--- config.mk ---
export PLATFORM = sky130hd
export DESIGN_NAME = ulid_base32_codec
export DESIGN_NICKNAME = d
export VERILOG_FILES = /design/src/hw/rtl/ubc_pkg.sv /design/src/hw/rtl/ulid_base32_codec.sv /design/src/hw/rtl/ubc_front.sv /design/src/hw/rtl/ubc_queue.sv /design/src/hw/rtl/ubc_back.sv
export SDC_FILE = /design/constraint.sdc
export NUM_CORES = 1
export LEC_CHECK = 0
export CAP_MARGIN = 20
export CORE_AREA = 2 2 162 283
export DETAILED_ROUTE_END_ITERATION = 16
export DIE_AREA = 0 0 164 285
export DONT_BUFFER_PORTS = 1
export GPL_TIMING_DRIVEN = 0
export PLACE_DENSITY = 0.69
export SLEW_MARGIN = 20
export SYNTH_ARGS = -nofsm -noshare
export SYNTH_HDL_FRONTEND = slang
export SYNTH_SLANG_ARGS = --single-unit
--- constraint.sdc ---
create_clock -name aclk -period 27.3 [get_ports aclk]
set_input_delay 2.73 -clock aclk [delete_from_list [all_inputs] [get_ports aclk]]
set_output_delay 2.73 -clock aclk [all_outputs]
set_load 0.01 [all_outputs]
--- src/hw/rtl/ubc_pkg.sv ---
// Shared types, constants and character tables of the ULID Base32 codec.
`default_nettype none
package ubc_pkg;

    localparam int BODY_CHARS   = 26;
    localparam int BINARY_BYTES = 16;
    localparam int PREFIX_LEN   = 4;
    localparam int TEXT_LEN     = PREFIX_LEN + BODY_CHARS;
    localparam int VALUE_W      = 8 * BINARY_BYTES;
    // The text form carries 130 bits; the top two are always zero.
    localparam int EXT_W        = 5 * BODY_CHARS;
    localparam int CNT_W        = 5;
    localparam int MAX_FIRST    = 7;

    // Digits of the Crockford alphabet, digit 0 in the top byte.
    localparam logic [8*32-1:0] ALPHABET = "0123456789ABCDEFGHJKMNPQRSTVWXYZ";
    localparam logic [8*PREFIX_LEN-1:0] PREFIX_TEXT = "cnt_";

    typedef enum logic [1:0] {
        JOB_INVALID = 2'd0,
        JOB_BYTES   = 2'd1,
        JOB_TEXT    = 2'd2
    } job_kind_t;

    typedef struct packed {
        job_kind_t           kind;
        logic [VALUE_W-1:0]  value;
    } job_t;

    function automatic logic [7:0] prefix_char(input logic [1:0] idx);
        prefix_char = PREFIX_TEXT[8*(PREFIX_LEN-1-int'(idx)) +: 8];
    endfunction

    function automatic logic [7:0] digit_char(input logic [4:0] v);
        digit_char = ALPHABET[8*(31-int'(v)) +: 8];
    endfunction

    // Returns {valid, digit}; lowercase letters are folded to uppercase.
    function automatic logic [5:0] digit_of(input logic [7:0] ch);
        logic [7:0] up;
        logic [5:0] r;
        up = ch;
        if (ch >= 8'h61 && ch <= 8'h7A) begin
            up = ch - 8'd32;
        end
        r = 6'd0;
        if (up >= 8'h30 && up <= 8'h39) begin
            r = {1'b1, 5'(up - 8'h30)};
        end else begin
            case (up)
                8'h41: r = {1'b1, 5'd10};   // A
                8'h42: r = {1'b1, 5'd11};
                8'h43: r = {1'b1, 5'd12};
                8'h44: r = {1'b1, 5'd13};
                8'h45: r = {1'b1, 5'd14};
                8'h46: r = {1'b1, 5'd15};
                8'h47: r = {1'b1, 5'd16};
                8'h48: r = {1'b1, 5'd17};   // H
                8'h4A: r = {1'b1, 5'd18};   // J
                8'h4B: r = {1'b1, 5'd19};
                8'h4D: r = {1'b1, 5'd20};   // M
                8'h4E: r = {1'b1, 5'd21};
                8'h50: r = {1'b1, 5'd22};   // P
                8'h51: r = {1'b1, 5'd23};
                8'h52: r = {1'b1, 5'd24};
                8'h53: r = {1'b1, 5'd25};
                8'h54: r = {1'b1, 5'd26};   // T
                8'h56: r = {1'b1, 5'd27};   // V
                8'h57: r = {1'b1, 5'd28};
                8'h58: r = {1'b1, 5'd29};
                8'h59: r = {1'b1, 5'd30};
                8'h5A: r = {1'b1, 5'd31};   // Z
                default: r = 6'd0;
            endcase
        end
        digit_of = r;
    endfunction

endpackage
`default_nettype wire

--- src/hw/rtl/ulid_base32_codec.sv ---
// Top level of the ULID Base32 codec: input checker, job queue and output expander.
// Path: the first result of an identifier passes through the queue entry, the back's state
// and shift register, and the output register after its last item is accepted.
// Throughput: one input item per cycle while the queue has room; results leave one per cycle
// while the receiver is ready, after the back picks up the job (30 characters per unpack).
// Reset: synchronous, active-low aresetn clears counters, queue and output valid.
`default_nettype none
module ulid_base32_codec (
    input  wire logic       aclk,
    input  wire logic       aresetn,
    // Input items.
    input  wire logic       s_tvalid,
    output logic            s_tready,
    input  wire logic [7:0] s_tdata,   // [7:0] data_byte
    input  wire logic [0:0] s_tuser,   // [0] action: 0 = pack text, 1 = unpack bytes
    input  wire logic       s_tlast,
    // Result items.
    output logic            m_tvalid,
    input  wire logic       m_tready,
    output logic [7:0]      m_tdata,   // [7:0] out_byte
    output logic [0:0]      m_tuser,   // [0] status: 1 = invalid identifier
    output logic            m_tlast
);

    // The front checks every item as it arrives: prefix characters against the
    // fixed text, body characters against the Crockford alphabet (case folded),
    // the first body digit against its limit, and the item count and action of
    // the whole identifier. On the item flagged last it hands a single job, the
    // verdict plus the 128-bit value, to the queue and starts over at once.
    logic          fq_valid;
    logic          fq_ready;
    ubc_pkg::job_t fq_job;

    // The queue decouples the two sides, so the next identifier streams in
    // while the output side is still sending out the previous one.
    logic          qb_valid;
    logic          qb_ready;
    ubc_pkg::job_t qb_job;

    ubc_front u_front (
        .aclk      (aclk),
        .aresetn   (aresetn),
        .s_tvalid  (s_tvalid),
        .s_tready  (s_tready),
        .s_tdata   (s_tdata),
        .s_tuser   (s_tuser[0]),
        .s_tlast   (s_tlast),
        .job_valid (fq_valid),
        .job       (fq_job),
        .job_ready (fq_ready)
    );

    ubc_queue u_queue (
        .aclk       (aclk),
        .aresetn    (aresetn),
        .push_valid (fq_valid),
        .push_ready (fq_ready),
        .push_job   (fq_job),
        .pop_valid  (qb_valid),
        .pop_ready  (qb_ready),
        .pop_job    (qb_job)
    );

    // The back walks a shift register over the value: eight bits per byte in
    // pack mode, five bits per character in unpack mode after the prefix, and
    // a single item with status set for an invalid identifier.
    ubc_back u_back (
        .aclk      (aclk),
        .aresetn   (aresetn),
        .pop_valid (qb_valid),
        .pop_ready (qb_ready),
        .pop_job   (qb_job),
        .m_tvalid  (m_tvalid),
        .m_tready  (m_tready),
        .m_tdata   (m_tdata),
        .m_tuser   (m_tuser[0]),
        .m_tlast   (m_tlast)
    );

endmodule
`default_nettype wire

--- src/hw/rtl/ubc_front.sv ---
// Input side: checks each item and accumulates the value, queues a job per identifier.
`default_nettype none
module ubc_front (
    input  wire logic          aclk,
    input  wire logic          aresetn,
    input  wire logic          s_tvalid,
    output logic               s_tready,
    input  wire logic [7:0]    s_tdata,
    input  wire logic          s_tuser,
    input  wire logic          s_tlast,
    output logic               job_valid,
    output ubc_pkg::job_t      job,
    input  wire logic          job_ready
);

    logic [ubc_pkg::CNT_W-1:0]   cnt_reg, cnt_next;
    logic                        err_reg, err_next;
    logic                        mode_reg, mode_next;
    logic [ubc_pkg::VALUE_W-1:0] acc_reg, acc_next;
    logic [5:0]                  dig;
    logic                        ok;
    logic                        accept;

    assign s_tready = job_ready;
    assign accept   = s_tvalid && s_tready;
    assign job_valid = accept && s_tlast;

    always_comb begin
        dig       = ubc_pkg::digit_of(s_tdata);
        mode_next = (cnt_reg == '0) ? s_tuser : mode_reg;
        err_next  = err_reg || ((cnt_reg != '0) && (s_tuser != mode_reg));
        acc_next  = acc_reg;
        if (!mode_next) begin
            if (cnt_reg >= ubc_pkg::CNT_W'(ubc_pkg::TEXT_LEN)) begin
                err_next = 1'b1;
            end else if (cnt_reg < ubc_pkg::CNT_W'(ubc_pkg::PREFIX_LEN)) begin
                if (s_tdata != ubc_pkg::prefix_char(cnt_reg[1:0])) begin
                    err_next = 1'b1;
                end
            end else if (!dig[5] || (cnt_reg == ubc_pkg::CNT_W'(ubc_pkg::PREFIX_LEN)
                                     && dig[4:0] > 5'(ubc_pkg::MAX_FIRST))) begin
                err_next = 1'b1;
            end else begin
                acc_next = {acc_reg[ubc_pkg::VALUE_W-6:0], dig[4:0]};
            end
        end else begin
            if (cnt_reg >= ubc_pkg::CNT_W'(ubc_pkg::BINARY_BYTES)) begin
                err_next = 1'b1;
            end else begin
                acc_next = {acc_reg[ubc_pkg::VALUE_W-9:0], s_tdata};
            end
        end
        // Count saturates at its all-ones value.
        cnt_next = (cnt_reg == '1) ? cnt_reg : cnt_reg + 1'b1;

        if (mode_next) begin
            ok = !err_next && (cnt_next == ubc_pkg::CNT_W'(ubc_pkg::BINARY_BYTES));
        end else begin
            ok = !err_next && (cnt_next == ubc_pkg::CNT_W'(ubc_pkg::TEXT_LEN));
        end
        job.value = acc_next;
        if (!ok) begin
            job.kind = ubc_pkg::JOB_INVALID;
        end else if (mode_next) begin
            job.kind = ubc_pkg::JOB_TEXT;
        end else begin
            job.kind = ubc_pkg::JOB_BYTES;
        end
    end

    always_ff @(posedge aclk) begin
        if (!aresetn) begin
            cnt_reg  <= '0;
            err_reg  <= 1'b0;
            mode_reg <= 1'b0;
        end else if (accept) begin
            if (s_tlast) begin
                cnt_reg  <= '0;
                err_reg  <= 1'b0;
                mode_reg <= 1'b0;
            end else begin
                cnt_reg  <= cnt_next;
                err_reg  <= err_next;
                mode_reg <= mode_next;
            end
        end
    end

    always_ff @(posedge aclk) begin
        if (accept) begin
            acc_reg <= acc_next;
        end
    end

endmodule
`default_nettype wire

--- src/hw/rtl/ubc_queue.sv ---
// Two-entry job queue between the input side and the output side.
`default_nettype none
module ubc_queue (
    input  wire logic          aclk,
    input  wire logic          aresetn,
    input  wire logic          push_valid,
    output logic               push_ready,
    input  wire ubc_pkg::job_t push_job,
    output logic               pop_valid,
    input  wire logic          pop_ready,
    output ubc_pkg::job_t      pop_job
);

    ubc_pkg::job_t entry_reg [2];
    logic          wr_ptr_reg;
    logic          rd_ptr_reg;
    logic [1:0]    count_reg, count_next;
    logic          do_push;
    logic          do_pop;

    assign push_ready = (count_reg != 2'd2);
    assign pop_valid  = (count_reg != 2'd0);
    assign pop_job    = entry_reg[rd_ptr_reg];
    assign do_push    = push_valid && push_ready;
    assign do_pop     = pop_valid && pop_ready;

    always_comb begin
        count_next = count_reg;
        if (do_push && !do_pop) begin
            count_next = count_reg + 2'd1;
        end else if (do_pop && !do_push) begin
            count_next = count_reg - 2'd1;
        end
    end

    always_ff @(posedge aclk) begin
        if (!aresetn) begin
            wr_ptr_reg <= 1'b0;
            rd_ptr_reg <= 1'b0;
            count_reg  <= 2'd0;
        end else begin
            count_reg <= count_next;
            if (do_push) begin
                wr_ptr_reg <= !wr_ptr_reg;
            end
            if (do_pop) begin
                rd_ptr_reg <= !rd_ptr_reg;
            end
        end
    end

    always_ff @(posedge aclk) begin
        if (do_push) begin
            entry_reg[wr_ptr_reg] <= push_job;
        end
    end

endmodule
`default_nettype wire

--- src/hw/rtl/ubc_back.sv ---
// Output side: expands one queued job into bytes, characters or an invalid item.
`default_nettype none
module ubc_back (
    input  wire logic          aclk,
    input  wire logic          aresetn,
    input  wire logic          pop_valid,
    output logic               pop_ready,
    input  wire ubc_pkg::job_t pop_job,
    output logic               m_tvalid,
    input  wire logic          m_tready,
    output logic [7:0]         m_tdata,
    output logic               m_tuser,
    output logic               m_tlast
);

    typedef enum logic [3:0] {
        ST_IDLE  = 4'b0001,
        ST_BYTES = 4'b0010,
        ST_TEXT  = 4'b0100,
        ST_ERR   = 4'b1000
    } state_t;

    state_t                      state_reg, state_next;
    logic [ubc_pkg::EXT_W-1:0]   shift_reg, shift_next;
    logic [ubc_pkg::CNT_W-1:0]   idx_reg, idx_next;
    logic                        out_valid_reg, out_valid_next;
    logic [7:0]                  out_byte_reg;
    logic                        out_status_reg;
    logic                        out_last_reg;
    logic                        out_free;
    logic                        emit;
    logic [7:0]                  emit_byte;
    logic                        emit_status;
    logic                        emit_last;

    assign pop_ready = (state_reg == ST_IDLE);
    assign out_free  = !out_valid_reg || m_tready;
    assign m_tvalid  = out_valid_reg;
    assign m_tdata   = out_byte_reg;
    assign m_tuser   = out_status_reg;
    assign m_tlast   = out_last_reg;

    always_comb begin
        state_next  = state_reg;
        shift_next  = shift_reg;
        idx_next    = idx_reg;
        emit        = 1'b0;
        emit_byte   = 8'd0;
        emit_status = 1'b0;
        emit_last   = 1'b0;
        unique case (state_reg)
            ST_IDLE: begin
                if (pop_valid) begin
                    shift_next = {2'b00, pop_job.value};
                    idx_next   = '0;
                    case (pop_job.kind)
                        ubc_pkg::JOB_BYTES: state_next = ST_BYTES;
                        ubc_pkg::JOB_TEXT:  state_next = ST_TEXT;
                        default:            state_next = ST_ERR;
                    endcase
                end
            end
            ST_BYTES: begin
                if (out_free) begin
                    emit       = 1'b1;
                    emit_byte  = shift_reg[ubc_pkg::VALUE_W-1 -: 8];
                    emit_last  = (idx_reg == ubc_pkg::CNT_W'(ubc_pkg::BINARY_BYTES - 1));
                    shift_next = shift_reg << 8;
                    idx_next   = idx_reg + 1'b1;
                    if (emit_last) begin
                        state_next = ST_IDLE;
                    end
                end
            end
            ST_TEXT: begin
                if (out_free) begin
                    emit = 1'b1;
                    if (idx_reg < ubc_pkg::CNT_W'(ubc_pkg::PREFIX_LEN)) begin
                        emit_byte = ubc_pkg::prefix_char(idx_reg[1:0]);
                    end else begin
                        emit_byte  = ubc_pkg::digit_char(shift_reg[ubc_pkg::EXT_W-1 -: 5]);
                        shift_next = shift_reg << 5;
                    end
                    emit_last = (idx_reg == ubc_pkg::CNT_W'(ubc_pkg::TEXT_LEN - 1));
                    idx_next  = idx_reg + 1'b1;
                    if (emit_last) begin
                        state_next = ST_IDLE;
                    end
                end
            end
            ST_ERR: begin
                if (out_free) begin
                    emit        = 1'b1;
                    emit_status = 1'b1;
                    emit_last   = 1'b1;
                    state_next  = ST_IDLE;
                end
            end
            default: state_next = ST_IDLE;
        endcase

        if (emit) begin
            out_valid_next = 1'b1;
        end else if (m_tready) begin
            out_valid_next = 1'b0;
        end else begin
            out_valid_next = out_valid_reg;
        end
    end

    always_ff @(posedge aclk) begin
        if (!aresetn) begin
            state_reg     <= ST_IDLE;
            out_valid_reg <= 1'b0;
        end else begin
            state_reg     <= state_next;
            out_valid_reg <= out_valid_next;
        end
    end

    always_ff @(posedge aclk) begin
        shift_reg <= shift_next;
        idx_reg   <= idx_next;
        if (emit) begin
            out_byte_reg   <= emit_byte;
            out_status_reg <= emit_status;
            out_last_reg   <= emit_last;
        end
    end

endmodule
`default_nettype wire

* After elaboration in Yosys (flattened, before gate mapping) *
Memories as Yosys holds them, arrays and structs flattened. A register that Yosys moved wholly into a read port is not among the register bits.
Cells that the tools add are included.

word-level totals
  bits in registers = 289
  bits in latches = 0
  memory bits (writable) = 260
  bits in read-only memories = 0
  input port bits = 14
  output and inout port bits = 12
  logic and storage cells = 170
  memories = 1

cells by class
  add/subtract/negate cells = 9
  $mul = 0
  div/mod/pow operators = 0
  order comparisons = 9
  equal/unequal tests = 45
  shifts and indexed selects = 3
  muxes and demuxes = 55
  bitwise logic cells = 0
  reduce and logical (&&, ||, !) cells = 34

memory list
  name               depth  width  rd ports  clocked after Yosys merged registers in  write ports  RTL line         RTL
  u_queue.entry_reg  2      130    1         1                                        1            ubc_queue.sv:14  ubc_pkg::job_t entry_reg [2];

operators with widths
  kind                                                         number
  2-to-1 mux 128 bit                                           5
  2-to-1 mux 130 bit                                           4
  one-hot mux 130 bit (3 select lines)                         1
  indexed part select 256 x 32 -> 8 bit, first input constant  1
  == test 8 x 7 -> 1 bit, second input constant                22
  one-hot mux 6 bit (22 select lines)                          1
  indexed part select 32 x 32 -> 8 bit, first input constant   2
  2-to-1 mux 8 bit                                             4
  2-to-1 mux 4 bit                                             6
  == test 5 bit, second input constant                         4
  2-to-1 mux 1 bit                                             20
  2-to-1 mux 5 bit                                             4
  one-hot mux 4 bit (4 select lines)                           1
  one-hot mux 8 bit (2 select lines)                           1
  inequality test 2 x 1 -> 1 bit, second input constant        7
  logical AND 1 bit                                            12
  adder 5 x 1 -> 5 bit, second input constant                  2
  >= comparator 5 bit, second input constant                   2
  < comparator 5 x 3 -> 1 bit, second input constant           2
  one-hot mux 5 bit (2 select lines)                           1
  >= comparator 8 x 6 -> 1 bit, second input constant          1
  >= comparator 8 x 7 -> 1 bit, second input constant          1
  <= comparator 8 x 6 -> 1 bit, second input constant          1
  <= comparator 8 x 7 -> 1 bit, second input constant          1
  other kinds (33)                                             49

* Logic depth before layout (Yosys ltp) *
Gate-level depths: netlist (run 1).

  word-level depth = 17
  gate-level depth with buffers = 12

* By module *
From an unflattened synthesis (run 1), not the netlist that was laid out.

unflattened totals
  cell total of the unflattened synthesis = 1850
  area total of the unflattened synthesis = 24456.0 um2

by module, submodules not included
  module     times used  cells each  area an instance (um2)  sequential area each (um2)
  ubc_queue  1           428         9649.3                  7907.6
  ubc_back   1           700         7495.9                  4454.3
  ubc_front  1           722         7310.8                  3983.8

* Worst setup path before layout (run 1) *
No wires, ideal clock.

  path type = input -> register
  start = in m_tready
  end = reg u_back.shift_reg[0] (netlist name), enable pin
  library setup time = 0.817 ns
  arrival = 12.643 ns
  required time = 26.483 ns
  setup slack = 13.840 ns
  cell stages on the path = 4
  path buffers = 0
  cell sequence = nor2b_1 a21boi_0 o21a_1 a21boi_0

between the ends
  word-level cells in the longest chain between the ends = 3

RTL lines
  item                                             RTL line                 RTL
  start: declaration                               ulid_base32_codec.sv:19  input wire logic m_tready,
  logical OR 1 bit (*)                             ubc_back.sv:37           assign out_free = !out_valid_reg || m_tready;
  inequality test 2 x 1 -> 1 bit (no source line)  --
  AND reduction 5 bit (no source line) (*)         --
  end signal: assignment                           ubc_back.sv:122          shift_reg <= shift_next;
  end: declaration                                 ubc_back.sv:24           logic [ubc_pkg::EXT_W-1:0] shift_reg, shift_next;

Mark *: on every way between the ends. The rest lies on a longest branch, timed or not.
A chain may end at the register's enable or synchronous reset.

==> results.tsv, run 1 <==
metric	value	unit
status	complete, no violations	
ys_types	64	
root_buffer	clkbuf_16	
tightest_slew	1160	ps
cp.arrival	5750	ps
ctsResizeCount	0	
net-switching-power	0.000861	W
fmax	185	MHz
synthArstFlopShare	0	
hold_viol	0	
grt_max_degree	84	
synthCells	1733	
final_cell_mix	533 x edfxtp_1, 146 x o21ai_0, 142 x inv_1	
synth_top_flop_cell	edfxtp_1	
wl_per_cell	23.8	um
core_region_area	0.0447	mm^2
min_period	5410	ps
period_share	0.198	
p_leak	8.78	nW
dieHeight	285	um
pre_cts_slack	21290	ps
drt-pass1-iter-count	5	
port_buffers	0	
multi_input_area	0.00633	mm^2
drc	0	
place_inst	2324	
htreeDepth	2	
cts_buffers	48	
clock-sinks	550	
antenna_found_initial	0	
switching_share	0.314	
routed_via_density	6.16	
gp_congestion	0.884	
required	27640	ps
slew_viol_final	0	
final.setup.worst_slack	21890	ps
grt_pass1_vias	15051	
grt_pass1_wl	87.4	mm
combPwrFrac	0.233	
syn_avg_cell_area	13.7	um^2
track_usage	0.248	
rows	103	
fin_hold_ws	508	ps
critPathCaptureType	register	
tns	0	ps
worst_setup_path_start_kind	input port	
antenna_left	0	
holdCritPathClass	reg -> reg	
cts_setup_buffers	0	
max-slew-margin-rel	0.229	
cts_hold_buf	0	
pin_count	26	
final_common_cell	edfxtp_1	
globalRouteOverflowTotal	0	
crit_fanout	10	
synth_nets	1767	
synth-edff-count	533	
synth.yosys.warnings	0	
design.die.area	0.0467	mm^2
syn_area	0.0237	mm^2
powerDensity	103	mW/mm^2
cts_tree	yes	
rsz0062_at_grt	false	
instances_no_fill	2414	
clkSlewWorstSetupHoldPaths	60	ps
synthToLayoutAreaGrowth	11.6	%
regArea	0.0163	mm^2
setup_violations	0	
clockBufferDepth	3	
hpwl	40.1	mm
final_nets	1831	
initial_core_util	0.530	
power.internal	0.00188	W
pwr-share-clk	0.259	
seqPwrFrac	0.509	
drtIter0Drc	1505	
drv_cap	0	
synthTopCellsByArea	edfxtp_1 68%, mux2i_1 5.6%, a22oi_1 4.0%	
critPathKind	in -> reg	
vdd_drop_max	74.3	uV
yosysTopAreaCellShare	0.675	
via_count	14862	
largest_register_ffs	260	
postLayoutCoreUtil	0.592	
drive_gt1_frac	0.0909	
insertion_delay	580	ps
synth_seq_area_share	0.689	
yosys.area.top_type	edfxtp_1	
antenna_cells	0	
drt_wl_total	57.5	mm
synth-seq-cells	550	
die_w	164	um
finClkSkew	11.7	ps
fillerInstances	3483	
## layer usage
metal / wire, um / share of wire / up-vias / global-route usage
met5: 0 / 0 / - / 0
met3: 2390 / 0.042 / 170 / 0.0257
li1: - / - / 6809 / -
met2: 31100 / 0.54 / 520 / 0.451
met1: 20700 / 0.36 / 7363 / 0.285
met4: 3270 / 0.057 / 0 / 0.131
## final cells by class
type                            count  area share
Clock buffer                       62      0.0505
Buffer                            119      0.0199
Tap cell                          577      0.0273
Sequential cell                   550       0.618
Multi-Input combinational cell    921       0.239
Clock inverter                     28      0.0114
Timing Repair Buffer               14      0.0130
Inverter                          143      0.0206
## power by group through the flow
stage / sequential [W] / clock [W] / combinational (W)
after floorplan: 0.00142 / 0 / 0.000395
after global placement: 0.00153 / 0 / 0.000541
after detailed placement: 0.00140 / 0 / 0.000635
after CTS: 0.00139 / 0.000716 / 0.000637
after global routing: 0.00141 / 0.000748 / 0.000690
final: 0.00139 / 0.000709 / 0.000637
## kinds of logic after synthesis
family                   share of synthesized area
multiplexers                                0.0567
flip-flops                                   0.689
AO/OA/AOI/OAI                                0.160
buffers and inverters                       0.0448
adder cells (fa/ha/maj)                     0.0106
XOR/XNOR                                   0.00517
AND/OR/NAND/NOR                             0.0334
## path summary, 6_finish.rpt
path	from	cells past startpoint	slack, ps	to
max	s_tdata[5]	11	21890	u_queue.entry_reg[0][73]$_DFFE_PP_
min	u_front.err_reg$_SDFFE_PN0P_	2	510	u_front.err_reg$_SDFFE_PN0P_
max reg2reg	u_back.state_reg[1]$_SDFFE_PN0P_	10	23070	u_back.shift_reg[45]$_DFFE_PP_
min reg2reg	u_front.err_reg$_SDFFE_PN0P_	2	510	u_front.err_reg$_SDFFE_PN0P_
## cells in the mapped netlist (4+ instances only)
cell      number
and3_1         6
xor2_1         6
nor2_1        44
and2_1        12
nand2_1       32
xnor2_1        8
ha_1          20
buf_1         13
o21ai_0      146
mux2i_1      132
a21oi_1      113
a311oi_1       4
nor2b_1        8
a211oi_1       8
nor3_1         8
o21a_1         4
buf_2         24
inv_1        143
nand2b_1      13
dfxtp_1       17
edfxtp_1     533
nand3_1        7
a21oi_2       30
nand4_1        4
buf_6          6
a21boi_0       6
a22oi_1      125
clkbuf_1      75
o22ai_1      132
## through the flow
| stage | cell area, um^2 | total power [W] |
|---|---|---|
| final | 26500 | 0.00274 |
| after global routing | 26500 | 0.00284 |
| after CTS | 26400 | 0.00274 |
| after detailed placement | 24800 | 0.00204 |
| after global placement | 24400 | 0.00207 |
| after floorplan | 23700 | 0.00182 |
## worst max-delay path, stage by stage
cell and delay, ps:
inv_1 70, ha_1 320, o21ai_0 440, nor4b_1 290, o22ai_1 170, a2bb2oi_2 180, o221ai_2 340, buf_2 460
buf_2 300, o22ai_1 110, a21oi_1 350
Note: power is estimated with default switching activity, not from simulation.
==> inputs of run 2 (changes only) <==
PLACE_DENSITY = 0.71   (was 0.69)
clock period = 4.5 ns   (was 27.3 ns; I/O delays follow)
==> results.tsv, run 2 (synthesized netlist as in run 1, its figures left out) <==
metric	value	unit	change
globalRouteOverflowTotal	0		unchanged
slew_viol_final	0		unchanged
antenna_cells	0		unchanged
drive_gt1_frac	0.0899		-0.000991
htreeDepth	2		unchanged
synthToLayoutAreaGrowth	11.6	%	about the same
critPathCaptureType	register		
clockBufferDepth	3		unchanged
drt_wl_total	56.6	mm	-1.5%
dieHeight	285	um	unchanged
switching_share	0.315		+0.000986
rows	103		unchanged
path_cells	nand2b_1 -> nor3_1 -> or2_2 -> clkbuf_1 -> clkbuf_1 -> o21a_1 -> a21boi_4 -> buf_16 -> buf_16 -> buf_16 -> buf_16		
post_dp_cell_area	0.0249	mm^2	+0.46%
cts_tree	yes		
status	complete, no violations		
critPathKind	reg -> reg		
cts_setup_buffers	0		unchanged
clock-sinks	550		unchanged
drt-pass1-iter-count	6		+1
design.die.area	0.0467	mm^2	unchanged
pin_count	26		unchanged
grt_pass1_vias	14993		-0.39%
p_leak	8.76	nW	-0.23%
cp.arrival	4530	ps	-1220 ps
cts_buffers	46		-4.2%
holdCritPathClass	in -> reg		
rsz0062_at_grt	false		
drv_cap	0		unchanged
routed_via_density	6.12		-0.56%
fin_hold_ws	21.4	ps	-487 ps
net-switching-power	0.00521	W	+510%
final_cell_area	0.0264	mm^2	about the same
crit_fanout	19		+9
tightest_slew	1110	ps	-47.5 ps
required	4790	ps	-22850 ps
combPwrFrac	0.243		+0.010
fmax	236	MHz	
multi_input_area	0.00635	mm^2	+0.24%
drc	0		unchanged
postLayoutCoreUtil	0.591		about the same
powerDensity	625	mW/mm^2	+500%
ctsResizeCount	0		unchanged
min_period	4240	ps	
final_common_cell	edfxtp_1		
insertion_delay	580	ps	about the same
fillerInstances	3428		-1.6%
max-slew-margin-rel	0.260		+0.0317
via_count	14766		-0.65%
cp_slowest_stage_delay	700	ps	+240 ps
slowest_stage	clkbuf_1		
clkSlewWorstSetupHoldPaths	70	ps	about the same
hpwl	39.9	mm	-0.45%
hold_viol	0		unchanged
crit_top_cell	buf_16		
vdd_drop_max	343	uV	+360%
finClkSkew	22.9	ps	+11.2 ps
wl_per_cell	23.5	um	-1.4%
track_usage	0.243		-0.00514
die_w	164	um	unchanged
core_region_area	0.0447	mm^2	unchanged
grt_pass1_wl	86.2	mm	-1.4%
seqPwrFrac	0.510		about the same
antenna_left	0		unchanged
gp_congestion	0.895		+1.2%
worst_setup_path_start_kind	register		
final_nets	1835		+0.22%
initial_core_util	0.530		unchanged
root_buffer	clkbuf_16		
antenna_found_initial	0		unchanged
grt_max_degree	50		-40%
regArea	0.0163	mm^2	about the same
final_cell_mix	533 x edfxtp_1, 146 x o21ai_0, 142 x inv_1		
port_buffers	0		unchanged
drtIter0Drc	1244		-17%
pwr-share-clk	0.248		-0.011
largest_register_ffs	260		unchanged
cts_hold_buf	1		+1
power.internal	0.0113	W	+500%
period_share	0.942		
setup_violations	0		unchanged
tns	0	ps	unchanged
run 2: per-layer routing:
layer,up-vias,wire [um],global-route usage
li1,6815,-,-
met1,7306,20400,0.274
met2,489,30600,0.445
met3,156,2400,0.0284
met4,0,3160,0.129
met5,-,0,0
run 2: cell type report:
class,count,area share
flip-flops and latches,550,0.618
multi-input cells,921,0.240
clock buffers,51,0.0450
well taps,577,0.0273
inverters,143,0.0204
plain buffers,119,0.0199
repair buffers,20,0.0173
clock inverters,31,0.0121
run 2: final timing paths:
path,endpoint,slack [ps],depth (start not counted),startpoint
worst min-delay path,u_front.cnt_reg[3]$_SDFFE_PN0P_,20,1,aresetn
worst min register to register,u_front.err_reg$_SDFFE_PN0P_,500,2,u_front.err_reg$_SDFFE_PN0P_
worst max register to register,u_back.shift_reg[20]$_DFFE_PP_,260,11,u_back.state_reg[1]$_SDFFE_PN0P_
worst max-delay path,u_back.shift_reg[20]$_DFFE_PP_,260,11,u_back.state_reg[1]$_SDFFE_PN0P_
run 2: power groups by stage:
stage | Combinational, W | Sequential, W | Clock (W)
after global placement | 0.00318 | 0.00856 | 0
after global routing | 0.00435 | 0.00852 | 0.00433
after floorplan | 0.00243 | 0.00822 | 0
after CTS | 0.00402 | 0.00840 | 0.00415
final | 0.00401 | 0.00842 | 0.00409
after detailed placement | 0.00401 | 0.00849 | 0
run 2: worst max-delay path, delay by kind of cell, from the launching register on:
| kind | cells | cell delay [ps] |
|---|---|---|
| buffers and inverters | 6 | 1640 |
| AOI/OAI and AO/OA | 2 | 880 |
| and+or+nand+nor | 3 | 960 |
| DFF | 1 | 430 |
run 2: metrics by stage:
step                      worst slack [ps]  power, W  cells
after floorplan                       -232    0.0106   1733
after global placement               -2230    0.0117   2310
after detailed placement               335    0.0125   2329
after CTS                              324    0.0166   2412
after global routing                  90.4    0.0172   2412
final                                  263    0.0165   2412
